**config.mk**
```make
export PLATFORM = sky130hd
export DESIGN_NAME = pvar_accum
export DESIGN_NICKNAME = d
export VERILOG_FILES = /design/src/design/pvar_pkg.sv /design/src/design/pvar_accum.sv
export SDC_FILE = /design/constraint.sdc
export NUM_CORES = 1
export LEC_CHECK = 0
export ABC_AREA = 0
export BUFFER_PORTS_ARGS = -buffer_cell sky130_fd_sc_hd__buf_4
export CORE_AREA = 2 2 119 98
export CTS_CLUSTER_DIAMETER = 150
export CTS_CLUSTER_SIZE = 25
export DETAILED_ROUTE_END_ITERATION = 16
export DIE_AREA = 0 0 121 100
export GPL_TIMING_DRIVEN = 1
export PLACE_DENSITY = 0.81
export SLEW_MARGIN = 20
export SYNTH_ARGS = -nofsm -noshare
export SYNTH_HDL_FRONTEND = slang
export SYNTH_SLANG_ARGS = --single-unit
export TNS_END_PERCENT = 20
```
**constraint.sdc**
```tcl
create_clock -name clk -period 6 [get_ports clk]
set_input_delay 0.3 -clock clk [delete_from_list [all_inputs] [get_ports clk]]
set_output_delay 0.3 -clock clk [all_outputs]
set_load 0.03 [all_outputs]
```
**src/design/pvar_pkg.sv**
```systemverilog
// Shared constants, types and state codes for the pixel variance unit.
package pvar_pkg;

  localparam int unsigned MAX_PIXELS_DEF = 65536;
  localparam int unsigned PIX_W = 8;
  localparam int unsigned VAR_W = 14;
  localparam int unsigned MEAN_W = 8;
  localparam int unsigned STEP_W = 4;

  localparam logic [VAR_W-1:0]  VAR_MAX    = VAR_W'(16256);
  localparam logic [STEP_W-1:0] MEAN_STEPS = STEP_W'(MEAN_W - 1);
  localparam logic [STEP_W-1:0] VAR_STEPS  = STEP_W'(VAR_W - 1);

  typedef enum logic [2:0] {
    ST_IDLE,
    ST_MEAN,
    ST_MUL_T,
    ST_SUB_U,
    ST_MUL_V,
    ST_SUB_D,
    ST_VAR,
    ST_DONE
  } pvar_state_t;

  typedef struct packed {
    logic start;
    logic ovf;
  } acc_ctl_t;

endpackage

```
**src/design/pvar_accum.sv**
```systemverilog
// Running pixel sum, square sum and count with the overflow flag.
module pvar_accum import pvar_pkg::*; #(
  parameter int unsigned MaxPixels = MAX_PIXELS_DEF,
  localparam int unsigned CntW = $clog2(MaxPixels + 1),
  localparam int unsigned SumW = CntW + PIX_W,
  localparam int unsigned SqW  = CntW + 2 * PIX_W
) (
  input  logic             clk,
  input  logic             rst_n,
  input  logic             accept,
  input  logic [PIX_W-1:0] pixel,
  input  logic             last,
  output logic [SumW-1:0]  sum_tot,
  output logic [SqW-1:0]   sq_tot,
  output logic [CntW-1:0]  cnt_tot,
  output acc_ctl_t         ctl
);

  logic [SumW-1:0]    sum_r, sum_nxt;
  logic [SqW-1:0]     sq_r, sq_nxt;
  logic [CntW-1:0]    cnt_r, cnt_nxt;
  logic               ovf_r, ovf_nxt;
  logic               ovf_tot;
  logic               room;
  logic [2*PIX_W-1:0] psq;

  assign psq  = pixel * pixel;
  assign room = cnt_r < CntW'(MaxPixels);

  always_comb begin
    sum_tot = sum_r;
    sq_tot  = sq_r;
    cnt_tot = cnt_r;
    ovf_tot = ovf_r;
    if (accept) begin
      if (room) begin
        sum_tot = sum_r + SumW'(pixel);
        sq_tot  = sq_r + SqW'(psq);
        cnt_tot = cnt_r + CntW'(1);
      end else begin
        ovf_tot = 1'b1;
      end
    end
    ctl.start = accept && last;
    ctl.ovf   = ovf_tot;
    // The image closes on its last pixel: the totals move on and we start over.
    if (ctl.start) begin
      sum_nxt = '0;
      sq_nxt  = '0;
      cnt_nxt = '0;
      ovf_nxt = 1'b0;
    end else begin
      sum_nxt = sum_tot;
      sq_nxt  = sq_tot;
      cnt_nxt = cnt_tot;
      ovf_nxt = ovf_tot;
    end
  end

  always_ff @(posedge clk) begin
    if (!rst_n) begin
      sum_r <= '0;
      sq_r  <= '0;
      cnt_r <= '0;
      ovf_r <= 1'b0;
    end else begin
      sum_r <= sum_nxt;
      sq_r  <= sq_nxt;
      cnt_r <= cnt_nxt;
      ovf_r <= ovf_nxt;
    end
  end

  a_cnt_limit: assert property (@(posedge clk) disable iff (!rst_n)
    cnt_r <= CntW'(MaxPixels))
    else $error("pixel count exceeds the image limit");

endmodule

```
# After elaboration in Yosys (flattened, before gate mapping)

Index checks and enable logic that the tools add are counted.

Flip-flop bits (word level): 76
Bits in latches: 0
Bits in writable memories: 0
Bits in read-only memories: 0
Bits of input ports: 12
Memories: 0

Add/sub/neg operators: 3
Multipliers: 1
Div/mod/pow operators: 0
$lt $le $gt $ge: 1
Equal/unequal tests: 0
Shift-type cells: 0
Multiplexer cells: 8
Bitwise operators: 1
Reduce and logical (&&, ||, !) cells: 2

Operator list:

| kind                                          | count |
|---|---|
| 2-to-1 mux 33 bit                             | 2 |
| 2-to-1 mux 25 bit                             | 2 |
| 2-to-1 mux 17 bit                             | 2 |
| adder 33 x 16 -> 33 bit                       | 1 |
| adder 25 x 8 -> 25 bit                        | 1 |
| adder 17 x 1 -> 17 bit, second input constant | 1 |
| < comparator 17 bit, second input constant    | 1 |
| multiplier 8 x 8 -> 16 bit                    | 1 |
| 2-to-1 mux 1 bit                              | 2 |
| OR reduction 2 bit                            | 1 |
| logical AND 1 bit                             | 1 |
| NOT 1 bit                                     | 1 |

# Logic depth before layout (Yosys ltp)

Depth after elaboration: 4
Mapped depth: 18

# Worst setup path before layout

No wires, ideal clock.

Path type: in2out
From: input port pixel[5]
To: output port sq_tot[13]
Arrival: 4.808 ns
Setup slack: 0.892 ns
Stages: 16
Buffers on the path: 1
Cells stage by stage: clkbuf_1 > inv_1 > nor2_1 > fa_1 > fa_1 > inv_1 > fa_1 > fa_1 > inv_1 > ha_1 > a21o_1 > a21oi_1 > a21oi_1 > a211oi_1 > xor2_1 > o21ai_0

Word-level cells in the longest chain between the ends: 4

Ends and longest elaborated chain:

| element                    | RTL line         | source |
|---|---|---|
| start: declaration         | pvar_accum.sv:11 | `input logic [PIX_W-1:0] pixel,` |
| multiplier 8 x 8 -> 16 bit | pvar_accum.sv:27 | `assign psq = pixel * pixel;` |
| adder 33 x 16 -> 33 bit    | pvar_accum.sv:38 | `sq_tot = sq_r + SqW'(psq);` |
| 2-to-1 mux 33 bit          | pvar_accum.sv:36 | `if (room) begin` |
| 2-to-1 mux 33 bit          | pvar_accum.sv:35 | `if (accept) begin` |
| end: declaration           | pvar_accum.sv:14 | `output logic [SqW-1:0] sq_tot,` |

Every way passes these cells.

# Final worst setup path

From: input port pixel[3]
To: output port sq_tot[27]

The elaborated chain is that of the path after synthesis.

==> key figures <==
Synth
  • Number of flops mapped to enable cells by yosys: 0
  • Combinational family with the most area after synthesis: simple AND/OR/NAND/NOR gates
  • Register area share after synthesis: 0.240
  • Simple-gate share of the synthesized area: 0.230
  • Top_reg_cell synth: dfxtp_1
  • Adder-cell share of the synthesized area: 0.223
  • Ys Warns: 0
  • Mux cell area share after synthesis: 0.0174
  • Asr flop ratio synth: 0
  • Mapped Cells: about 770
  • Mapped Area: around 0.0063 mm^2
  • Post-synthesis xor/xnor area fraction: 0.0706
  • Post-Syn Area per Cell: 8.27 um^2
  • #FFs+latches synth: 76
  • Synth unique cells: 57
  • Complex-gate fraction of the synthesized area: 0.145
  • Mapped Nets: 867

Setup path
  • Crit Reg-Reg Endpoint: sq_r[25]
  • Setup Crit Path Kind: in -> out
  • RR Startpoint: sq_r[7]
  • CP endpoint kind: output port
  • Reg2reg setup slack: 1.44 ns
  • R2R depth: 15
  • Worst path arrival time: 5.00 ns
  • Crit-path max cell delay: between 0.5 and 0.6 ns
  • CP max FO: 11
  • Data required, critical path: 5.70 ns
  • Critical path startpoint category: input port
  • Worst setup path endpoint: sq_tot[27]
  • Crit-path slowest cell: fa_1
  • Critical-path cell list: buf_4, inv_1, nor2_1, inv_1, fa_1, fa_1, inv_1, ha_1, inv_1, fa_1, fa_1, and2b_1, o2111ai_2, a211oi_2, nor4b_1, buf_4, or4_1, nand2_1, buf_4
  • CP startpoint: pixel[3]

Drt
  • Avg WL per Cell: ~15 um
  • Pre-antenna DRT Iters: 6
  • Via density: 5.65
  • DR vias: approximately 5.6k
  • Post-route ant nets: 0
  • DR iter-0 viols: 368
  • DRC Markers: 0
  • Final wirelength: 15000 um

Floorplanning
  • Site Rows: 35
  • Top Ports: 89
  • DIE WIDTH: roughly 120 um
  • Die Area: 0.0121 mm^2
  • Starting Density: 0.571
  • Core ar.: between 0.01 and 0.015 mm^2
  • Die height: 100 um

Run
  • Max cap viols: 0

Global route
  • Vias in the first global route: approximately 5.5k
  • First-pass GRT wire length: about 25000 um
  • Total grt overflow: 0
  • GRT Resource Usage Total: 0.256
  • Largest net degree at the start of global routing: between 50 and 60
  • Antenna violations before repair: 0

STA
  • Tcrit/Tclk final: 0.884
  • Clk_skew: ~0.0073 ns
  • Fin worst setup slack: around 0.7 ns
  • Max-slew violation count: 0
  • Worst Max-Slew Pin Slew: 0.827 ns
  • Final hold violations: 0
  • Final min period: 5.30 ns
  • Finish-stage setup viols: 0
  • Slew HR: 0.448
  • RSZ-0062 raised after global routing: no
  • F_max: about 190 MHz
  • Final setup TNS: 0 ns

CTS
  • H-tree levels: 3
  • Number of buffers created by CTS: 9
  • # Post-CTS Setup Buffers: 0
  • Root Driver: clkbuf_16
  • Deepest clock path buffer count: 2
  • CTS resizes: 0
  • CTS tree: yes
  • Hold buffers post-CTS: 0
  • CTS Sinks: 76
  • Worst skew pair latency: 0.33 ns
  • Worst-path clk slew: 0.06 ns

Place
  • Gp weighted congestion: 0.893
  • DP Wirelength: 11300 um
  • DP Cell Count: 975
  • Worst slack at placement: 0.715 ns
  • Port Buf Inserts: a little under 90

Layout
  • Antenna Cells: 0
  • Area of the multi-input gates: 0.00435 mm^2
  • Fillers: approximately 930
  • Nets@finish: 940
  • Register area: 0.00152 mm^2
  • Final core utilization: 0.667
  • Commonest cells after routing, fill and taps aside: 98 x nand2_1, 92 x buf_4, 89 x inv_1, 76 x dfxtp_1, 58 x and2_1
  • Final std cells w/o fill: 991
  • Commonest non-fill, non-tap cell in the layout: nand2_1
  • Area grow syn2layout: 16.8%
  • Share of cells above drive strength 1: 0.147

Worst hold path
  • Worst min-delay path startpoint: rst_n
  • Min-Delay Path Class: in -> reg

Pwr
  • Static leakage: ~3.6 nW
  • Power Total: roughly 2.7 mW
  • Max VDD drop: 276 uV
  • PD cells: 370 mW/mm^2

Outcome
  • Status: complete, no violations
-- cell usage after synthesis, drive strengths merged (21+ instances only) --
cell	n	share of area
xnor2	25	0.035
xor2	26	0.036
nand2	99	0.059
o21ai	28	0.022
a21oi	42	0.033
nor2	21	0.013
dfxtp	76	0.24
fa	38	0.12
and2	58	0.057
ha	52	0.10
nand3	26	0.021
inv	89	0.053
-- critical path, delay by kind of cell --
| kind | cells | cell delay [ns] |
|---|---|---|
| adders and majority gates | 5 | 2.22 |
| and+or+nand+nor | 5 | 1.23 |
| buffers and inverters | 7 | 0.75 |
| AOI/OAI and AO/OA | 2 | 0.48 |
-- cell type report --
| class | instances | area share |
|---|---|---|
| inverters | 89 | 0.0452 |
| well taps | 148 | 0.0251 |
| clock inverters | 5 | 0.00779 |
| multi-input cells | 570 | 0.588 |
| clock buffers | 11 | 0.0342 |
| flip-flops and latches | 76 | 0.206 |
| repair buffers | 92 | 0.0935 |
-- how the worst min path moves through the flow --
stage / to / cells past startpoint
after CTS: ovf_r / 2
after global placement: sum_r[24] / 2
final: ovf_r / 2
after global routing: ovf_r / 2
after detailed placement: sum_r[24] / 2
after floorplan: ovf_r / 1
-- sequential cells by signal (all words and copies together), names as in the netlist --
register / cells
sum_r: 25
sq_r: 33
ovf_r: 1
cnt_r: 17
-- layer usage --
layer,vias up,GRT usage,wire length [um]
met5,-,0,0
met4,0,0.0546,144
met3,15,0.0455,782
met2,162,0.447,7320
met1,2700,0.334,6730
li1,2723,-,-
-- kinds of logic after synthesis --
kind of cell,count (synthesis)
xor+xnor,51
buf+inv,119
simple gates,278
mux,11
fa+ha+maj,90
flops,76
compound gates,140
-- power by group --
part | total (mW) | switching, mW | internal, mW
clock network | 0.568 | 0.222 | 0.346
logic | 1.61 | 1.02 | 0.591
registers | 0.558 | 0.0208 | 0.537
total | 2.74 | 1.26 | 1.47
-- through the flow --
step,instance area (um^2),hold WS (ns)
after floorplan,6330,0.446
after global placement,7080,0.466
after detailed placement,7080,0.483
after CTS,7390,0.216
after global routing,7390,0.233
final,7390,0.225
(Power assumes the default switching activity.)
