## src/design/pvar_pkg.sv

```systemverilog
// Shared constants, types and state codes for the pixel variance unit.
package pvar_pkg;

  localparam int unsigned MAX_PIXELS_DEF = 65536;
  localparam int unsigned PIX_W = 8;
  localparam int unsigned VAR_W = 14;
  localparam int unsigned MEAN_W = 8;
  localparam int unsigned STEP_W = 4;

  localparam logic [VAR_W-1:0]  VAR_MAX    = VAR_W'(16256);
  localparam logic [STEP_W-1:0] MEAN_STEPS = STEP_W'(MEAN_W - 1);
  localparam logic [STEP_W-1:0] VAR_STEPS  = STEP_W'(VAR_W - 1);

  typedef enum logic [2:0] {
    ST_IDLE,
    ST_MEAN,
    ST_MUL_T,
    ST_SUB_U,
    ST_MUL_V,
    ST_SUB_D,
    ST_VAR,
    ST_DONE
  } pvar_state_t;

  typedef struct packed {
    logic start;
    logic ovf;
  } acc_ctl_t;

endpackage

```

## src/design/pvar_alu.sv

```systemverilog
// Shared arithmetic unit: one subtractor with borrow and one narrow multiplier.
module pvar_alu import pvar_pkg::*; #(
  parameter int unsigned MaxPixels = MAX_PIXELS_DEF,
  localparam int unsigned CntW = $clog2(MaxPixels + 1),
  localparam int unsigned SumW = CntW + PIX_W,
  localparam int unsigned SqW  = CntW + 2 * PIX_W,
  localparam int unsigned MulW = SumW + 1,
  localparam int unsigned ProdW = MulW + MEAN_W
) (
  input  logic [SqW-1:0]    sub_a,
  input  logic [SqW-1:0]    sub_b,
  output logic [SqW-1:0]    diff,
  output logic              borrow,
  input  logic [MEAN_W-1:0] mul_a,
  input  logic [MulW-1:0]   mul_b,
  output logic [ProdW-1:0]  prod
);

  logic [SqW:0] wide_diff;

  assign wide_diff = {1'b0, sub_a} - {1'b0, sub_b};
  assign diff      = wide_diff[SqW-1:0];
  assign borrow    = wide_diff[SqW];
  assign prod      = ProdW'(mul_a) * ProdW'(mul_b);

endmodule

```

## src/design/pvar_calc.sv

```systemverilog
// Sequencer that runs mean, deviation total and variance through the shared unit.
module pvar_calc import pvar_pkg::*; #(
  parameter int unsigned MaxPixels = MAX_PIXELS_DEF,
  localparam int unsigned CntW = $clog2(MaxPixels + 1),
  localparam int unsigned SumW = CntW + PIX_W,
  localparam int unsigned SqW  = CntW + 2 * PIX_W,
  localparam int unsigned MulW = SumW + 1,
  localparam int unsigned ProdW = MulW + MEAN_W
) (
  input  logic             clk,
  input  logic             rst_n,
  input  acc_ctl_t         ctl,
  input  logic [SumW-1:0]  sum_tot,
  input  logic [SqW-1:0]   sq_tot,
  input  logic [CntW-1:0]  cnt_tot,
  output logic             idle,
  output logic             out_valid,
  input  logic             out_ready,
  output logic [VAR_W-1:0] out_variance,
  output logic             out_overflow
);

  pvar_state_t       st_r, st_nxt;
  logic [SumW-1:0]   sum_r, sum_nxt;
  logic [SqW-1:0]    sq_r, sq_nxt;
  logic [CntW-1:0]   cnt_r, cnt_nxt;
  logic [SqW-1:0]    rem_r, rem_nxt;
  logic [VAR_W-1:0]  quo_r, quo_nxt;
  logic [STEP_W-1:0] step_r, step_nxt;
  logic [ProdW-1:0]  prod_r, prod_nxt;
  logic              ovf_r, ovf_nxt;
  logic              vld_r, vld_nxt;
  logic [VAR_W-1:0]  var_r, var_nxt;
  logic              oflag_r, oflag_nxt;

  logic [SqW-1:0]    sub_a, sub_b, diff;
  logic              borrow;
  logic [MulW-1:0]   mul_b;
  logic [ProdW-1:0]  prod;
  logic [SqW-1:0]    div_sh;

  assign div_sh = SqW'(cnt_r) << step_r;

  always_comb begin
    unique case (st_r)
      ST_SUB_U: begin
        sub_a = SqW'({sum_r, 1'b0});
        sub_b = SqW'(prod_r[SumW-1:0]);
      end
      ST_SUB_D: begin
        sub_a = sq_r;
        sub_b = prod_r[SqW-1:0];
      end
      default: begin
        sub_a = rem_r;
        sub_b = div_sh;
      end
    endcase
    mul_b = (st_r == ST_MUL_V) ? rem_r[MulW-1:0] : MulW'(cnt_r);
  end

  pvar_alu #(.MaxPixels(MaxPixels)) u_alu (
    .sub_a  (sub_a),
    .sub_b  (sub_b),
    .diff   (diff),
    .borrow (borrow),
    .mul_a  (quo_r[MEAN_W-1:0]),
    .mul_b  (mul_b),
    .prod   (prod)
  );

  always_comb begin
    st_nxt    = st_r;
    sum_nxt   = sum_r;
    sq_nxt    = sq_r;
    cnt_nxt   = cnt_r;
    rem_nxt   = rem_r;
    quo_nxt   = quo_r;
    step_nxt  = step_r;
    prod_nxt  = prod_r;
    ovf_nxt   = ovf_r;
    var_nxt   = var_r;
    oflag_nxt = oflag_r;
    vld_nxt   = vld_r && !out_ready;
    unique case (st_r)
      ST_IDLE: begin
        if (ctl.start) begin
          sum_nxt  = sum_tot;
          sq_nxt   = sq_tot;
          cnt_nxt  = cnt_tot;
          ovf_nxt  = ctl.ovf;
          rem_nxt  = SqW'(sum_tot);
          quo_nxt  = '0;
          step_nxt = MEAN_STEPS;
          st_nxt   = ST_MEAN;
        end
      end
      ST_MEAN, ST_VAR: begin
        // Restoring long division, one quotient bit per cycle.
        if (!borrow) begin
          rem_nxt = diff;
        end
        quo_nxt  = {quo_r[VAR_W-2:0], !borrow};
        step_nxt = step_r - STEP_W'(1);
        if (step_r == '0) begin
          st_nxt = (st_r == ST_MEAN) ? ST_MUL_T : ST_DONE;
        end
      end
      ST_MUL_T: begin
        prod_nxt = prod;
        st_nxt   = ST_SUB_U;
      end
      ST_SUB_U: begin
        rem_nxt = diff;
        st_nxt  = ST_MUL_V;
      end
      ST_MUL_V: begin
        prod_nxt = prod;
        st_nxt   = ST_SUB_D;
      end
      ST_SUB_D: begin
        rem_nxt  = diff;
        quo_nxt  = '0;
        step_nxt = VAR_STEPS;
        st_nxt   = ST_VAR;
      end
      ST_DONE: begin
        if (!vld_r || out_ready) begin
          var_nxt   = quo_r;
          oflag_nxt = ovf_r;
          vld_nxt   = 1'b1;
          st_nxt    = ST_IDLE;
        end
      end
      default: st_nxt = ST_IDLE;
    endcase
  end

  always_ff @(posedge clk) begin
    if (!rst_n) begin
      st_r  <= ST_IDLE;
      vld_r <= 1'b0;
    end else begin
      st_r  <= st_nxt;
      vld_r <= vld_nxt;
    end
  end

  always_ff @(posedge clk) begin
    sum_r   <= sum_nxt;
    sq_r    <= sq_nxt;
    cnt_r   <= cnt_nxt;
    rem_r   <= rem_nxt;
    quo_r   <= quo_nxt;
    step_r  <= step_nxt;
    prod_r  <= prod_nxt;
    ovf_r   <= ovf_nxt;
    var_r   <= var_nxt;
    oflag_r <= oflag_nxt;
  end

  assign idle         = (st_r == ST_IDLE);
  assign out_valid    = vld_r;
  assign out_variance = var_r;
  assign out_overflow = oflag_r;

  a_div_nonzero: assert property (@(posedge clk) disable iff (!rst_n)
    (st_r == ST_MEAN || st_r == ST_VAR) |-> cnt_r != '0)
    else $error("division started with a zero pixel count");

  a_mean_steps: assert property (@(posedge clk) disable iff (!rst_n)
    st_r == ST_MEAN |-> step_r <= MEAN_STEPS)
    else $error("mean division ran past eight steps");

  a_var_range: assert property (@(posedge clk) disable iff (!rst_n)
    $rose(vld_r) |-> var_r <= VAR_MAX)
    else $error("variance result out of range");

endmodule
```

## config.mk

```make
export PLATFORM = sky130hd
export DESIGN_NAME = pvar_calc
export DESIGN_NICKNAME = d
export VERILOG_FILES = /design/src/design/pvar_pkg.sv /design/src/design/pvar_alu.sv /design/src/design/pvar_calc.sv
export SDC_FILE = /design/constraint.sdc
export NUM_CORES = 1
export LEC_CHECK = 0
export ABC_CLOCK_PERIOD_IN_PS = 16600
export BUFFER_PORTS_ARGS = -buffer_cell sky130_fd_sc_hd__buf_2
export CAP_MARGIN = 20
export CORE_MARGIN = 10
export CORE_UTILIZATION = 45
export CTS_CLUSTER_DIAMETER = 50
export DETAILED_ROUTE_END_ITERATION = 16
export PLACE_DENSITY = 0.64
export SKIP_CTS_REPAIR_TIMING = 1
export SLEW_MARGIN = 5
export SYNTH_ARGS = -nofsm -noshare
export SYNTH_HDL_FRONTEND = slang
export SYNTH_SLANG_ARGS = --single-unit
```

## constraint.sdc

```tcl
create_clock -name clk -period 16.6 [get_ports clk]
set_input_delay 4.98 -clock clk [delete_from_list [all_inputs] [get_ports clk]]
set_output_delay 4.98 -clock clk [all_outputs]
set_load 0.01 [all_outputs]
```

# Word level (Yosys, flattened, before mapping)
# Index checks and enable logic that the tools add are counted.
# classes
muxes	17
add_sub_neg	2
n_eq_ne	11
n_mul	1
reduce_logical	17
n_shift	1
# ops
cell	n
33-bit case mux with 2 select lines	2
33-bit case mux with 3 select lines	1
33-bit two-way mux	2
14-bit case mux with 3 select lines	1
33-bit by 33-bit subtractor with 34-bit output	1
8-bit by 26-bit multiplier with 33-bit output	1
17-bit by 4-bit << shifter with 33-bit output	1
26-bit two-way mux	1
3-bit case mux with 7 select lines	1
14-bit two-way mux	1
3-bit == test, second input constant	4
3-bit two-way mux	4
4-bit case mux with 3 select lines	1
2-bit != test, second input constant	4
3-bit by 2-bit == test with 1-bit output, second input constant	2
2-bit AND reduction	3
3-bit AND reduction	2
3-bit nonzero test	2
2-bit OR reduction	3
4-bit zero test	1
4-bit two-way mux	1
4-bit by 1-bit subtractor with 4-bit output, second input constant	1
3-bit by 1-bit == test with 1-bit output, second input constant	1
1-bit zero test	3
4 further kinds	5
# word_totals
in_bits	80
word_cells	61
out_inout_bits	17
ff_bits	179

# Logic depth before layout (Yosys ltp)
# depth
ltp_word	5
ltp_mapped	23
mapped_depth_nobuf	21

# Cells and area by module
# From an unflattened synthesis, not the netlist that was laid out.
# hier_totals
hier_cells	1659
hier_area_um2	17028.8
# modules_own_cells
mod	area_per_inst_um2	seq_area_each_um2	cells_per_inst	instances
pvar_calc	8813.5	5335.1	664	1
pvar_alu	8215.4	0.0	995	1

# Worst setup path before layout
# OpenSTA, ideal clock, no wires.
# synth_path
path_kind	input-to-reg
start	input ctl[1] in the netlist's numbering
end	register rem_r[0] (enable)
arrival_ns	8.008
slack_ns	8.165
t_required_ns	16.173
cell_stages	3
path_cell_list	and2_1 a211oi_1 o21ai_1
# synth_between
elab_chain_len	2
# synth_lines
item	line_no	rtl
start: declaration	pvar_calc.sv:12	input acc_ctl_t ctl,
2-bit != test (no line)	n/a	
3-bit AND reduction (no line)	n/a	
end signal: assignment	pvar_calc.sv:153	rem_r <= rem_nxt;
end: declaration	pvar_calc.sv:27	logic [SqW-1:0] rem_r, rem_nxt;
# Every way passes these cells.
# A chain may end at the register's enable or synchronous reset.

# Final worst setup path
# layout_path
start	register st_r[2]
end	register prod_r[30] (data pin)
# layout_between
elab_chain_len	3
# layout_lines
item	line_no	rtl
start: declaration	pvar_calc.sv:23	pvar_state_t st_r, st_nxt;
start signal: assignment	pvar_calc.sv:144	st_r <= st_nxt;
3-bit == test	pvar_calc.sv:59	mul_b = (st_r == ST_MUL_V) ? rem_r[MulW-1:0] : MulW'(cnt_r);
26-bit two-way mux	pvar_calc.sv:59	
8-bit by 26-bit multiplier with 33-bit output	pvar_alu.sv:24	assign prod = ProdW'(mul_a) * ProdW'(mul_b);
via prod[30]	pvar_calc.sv:39	logic [ProdW-1:0] prod;
end signal: assignment	pvar_calc.sv:156	prod_r <= prod_nxt;
end: declaration	pvar_calc.sv:30	logic [ProdW-1:0] prod_r, prod_nxt;
# The timed path passes the listed nets, and every way through them passes these cells.

==> impl_metrics.ini <==
[power]
pwr-share-clk = 0.108
seqPwrFrac = 0.220
power_density_mw_per_mm2 = 218.7
combPwrFrac = 0.672
swShare = 0.4946
p_sw_uw = 1925
p_leak_uw = 0.007657
ir_drop_uv = 159.0
p_int_uw = 1967

[die]
core_sq_mm = 0.03574
die_h_um = 210.6
start_util = 0.4575
row_count = 69
die_w_um = 210.6
dieArea_sq_mm = 0.04437
ios = 97

[placement]
gp_congestion = 0.9406
port_buffers = 96
dp_hpwl_mm = 33.42
placed_cell_area_sq_mm = 0.01720

[timing]
worst_slew_pin_slew_ps = 1088
tns_ps = 0
maxSlewHeadroom = 0.2745
drv_slew = 0
whs_ps = 423.8
finalCritPeriodShare = 0.4043
rsz0062_at_grt = false
fin_crit_ps = 6711
final.setup_skew_ps = 12.95
hold_viol_final = 0
fmax_mhz = 149.0
setup_viol = 0

[route]
wl_per_cell_um = 20.18
via_per_inst = 5.771
dr.pass1.iters = 6
ant_nets = 0
drtIter0Drc = 1151
vias = 12330
drc = 0
postRouteWirelength_mm = 43.11

[min_path]
holdPathStages = 0
hold_start = quo_r[13]$_SDFFCE_PN0P_
holdPathEnd = out_variance[13]$_DFFE_PP_
hold_class = flip-flop to flip-flop

[clock_tree]
clockBufferDepth = 2
htreeDepth = 4
cts_tree = done
clk_pin_slew_ps = 80
clock_latency_ps = 450
numCtsBuffers = 17
root_buffer = clkbuf_16
cts_sinks = 179

[final_layout]
final_nets = 1972
drive_above_1_share = 0.1158
syn2layout_area_growth_pct = 8.822
fill_cells = 3288
multi_input_area_sq_mm = 0.01013
utilization = 0.4979
antenna_cells = 0
seq_area_sq_mm = 0.005335
stdcell_area_sq_mm = 0.01780

[setup_path]
critPathMostFrequentCell = fa_1
path_buf_inv = 4
rr_endpoint = prod_r[30]$_DFFE_PP_
critPathSlowestCell = mux2i_1
cp_data_required_time_ps = 16810
rr_startpoint = st_r[2]$_SDFFE_PN0P_
slowest_delay_ps = 760
r2r_setup_slack_ps = 9890
start_kind = flip-flop
crit_chain = inv_2 -> nor3_4 -> buf_4 -> mux2i_1 -> nor2b_1 -> fa_1 -> fa_1 -> fa_1 -> inv_1 -> fa_1 -> inv_1 -> ha_1 -> a21oi_1 -> o21ai_0 -> a31oi_1 -> nand2_1 -> a21boi_1 -> o41ai_2 -> a221oi_2 -> xnor2_1
worstRegToRegCells = 20
crit_path_end_kind = flip-flop
crit_family = adder cells
arrival_ps = 6920
worstPathMaxFanout = 69
path_class = flip-flop to flip-flop

[synth]
synthTopCellsByArea = edfxtp_1, fa_1, ha_1, nor2b_1, nand2_1
synth_edf_count = 175
synth_seq_cells = 179
yosysSeqAreaShare = 0.3262
synth_area_sq_mm = 0.01635
synth_area_leader_cell = edfxtp_1
synth_nets = 1930
synth_top_area_frac = 0.3213
synthArstFlopShare = 0
yosysWarnings = 0
syn_avg_cell_area_sq_um = 10.09
ys.flop_type = edfxtp_1
yosysMostFrequentCell = edfxtp_1
netlist_instances = 1620
synthDistinctLibCells = 80
synth_common_cells = edfxtp_1, nand2_1, inv_1, fa_1, nor2b_1

[global_route]
antenna_found_initial = 0
track_usage = 0.1969
grt_pass1_vias = 12530
grt_pass1_wl_mm = 69.70
grt_max_degree = 70
overflow = 0

[outcome]
status = finished, final reports clean

[job]
cap_violations = 0
## cell families (layout without fill, tap and decap cells)
logic type      after synthesis  after routing  share of synthesized area
xor+xnor                     57             57                    0.03053
simple gates                540            540                     0.1686
mux                          52             52                    0.04017
compound gates              322            322                     0.1347
flops                       179            179                     0.3262
buf+inv                     240            295                    0.05769
fa+ha+maj                   230            230                     0.2421
## cell type report
cell class,count,share of cell area
Multi-Input combinational cell,1201,0.5694
Sequential cell,179,0.2998
Timing Repair Buffer,109,0.03248
Inverter,154,0.03248
Tap cell,461,0.03241
Clock buffer,17,0.02390
Clock inverter,15,0.009562
## worst max path at each step
stage                              start              endpoint  slack (ps)  cells after the start
CTS                 st_r[2]$_SDFFE_PN0P_  prod_r[30]$_DFFE_PP_        9830                     20
floorplan                         ctl[1]    rem_r[0]$_DFFE_PP_        8160                      3
global placement    st_r[2]$_SDFFE_PN0P_  prod_r[30]$_DFFE_PP_        9890                     20
finish              st_r[2]$_SDFFE_PN0P_  prod_r[30]$_DFFE_PP_        9890                     20
global route        st_r[2]$_SDFFE_PN0P_  prod_r[29]$_DFFE_PP_        9360                     20
detailed placement  st_r[2]$_SDFFE_PN0P_  prod_r[30]$_DFFE_PP_        9890                     20
## worst reg2reg max path, stage by stage (launching register included)
cell and delay, ps:
dfxtp_1 520, inv_2 170, nor3_4 200, buf_4 600, mux2i_1 790, nor2b_1 160, fa_1 530, fa_1 530
fa_1 500, inv_1 50, fa_1 480, inv_1 40, ha_1 330, a21oi_1 150, o21ai_0 100, a31oi_1 260
nand2_1 160, a21boi_1 350, o41ai_2 190, a221oi_2 280, xnor2_1 90
## metal layers
layer	up-vias	wire, um	GRT usage
met5	-	0	0
met4	0	1246	0.06593
met3	61	2030	0.02359
met2	377	20640	0.3188
met1	6171	19190	0.2691
li1	5717	-	-
## metrics by stage
stage               cells  total power, uW  setup WS, ps
finish               2136             3892          9889
detailed placement   2104             3443          9892
CTS                  2136             3884          9834
floorplan            1620             2817          8165
global route         2136             4252          9361
global placement     2104             3414          9886
## flip-flops by register name (all words and copies together), names as in the netlist
register,flops
st_r,3
step_r,4
ovf_r,1
out_variance,14
sum_r,25
rem_r,33
out_valid,1
prod_r,33
sq_r,33
out_overflow,1
cnt_r,17
quo_r,14
## cells in the final DEF, fill, tap and decap left out, types with 10 or more instances in the layout
master and instances:
nand2_1 166, o211ai_1 14, nor2b_1 110, o21bai_1 17
nand2b_1 28, edfxtp_1 175, ha_1 86, and3_1 40
buf_2 96, fa_1 144, and2_1 33, inv_1 151
o21ai_0 37, nand4_1 12, mux4_2 10, nor3_1 23
a22oi_1 30, a211oi_1 16, mux2i_1 33, clkbuf_16 17
xnor2_1 37, buf_4 13, nand3_1 37, nor2_1 65
a21oi_1 87, o21ai_1 16, a21o_1 28, xor2_1 18
## power by group through the flow
stage	clock network [uW]	logic (uW)	registers [uW]
finish	419	2620	857
global route	443	2940	865
CTS	427	2600	853
detailed placement	0	2580	861
global placement	0	2550	860
floorplan	0	2070	746
(Power assumes the default switching activity.)
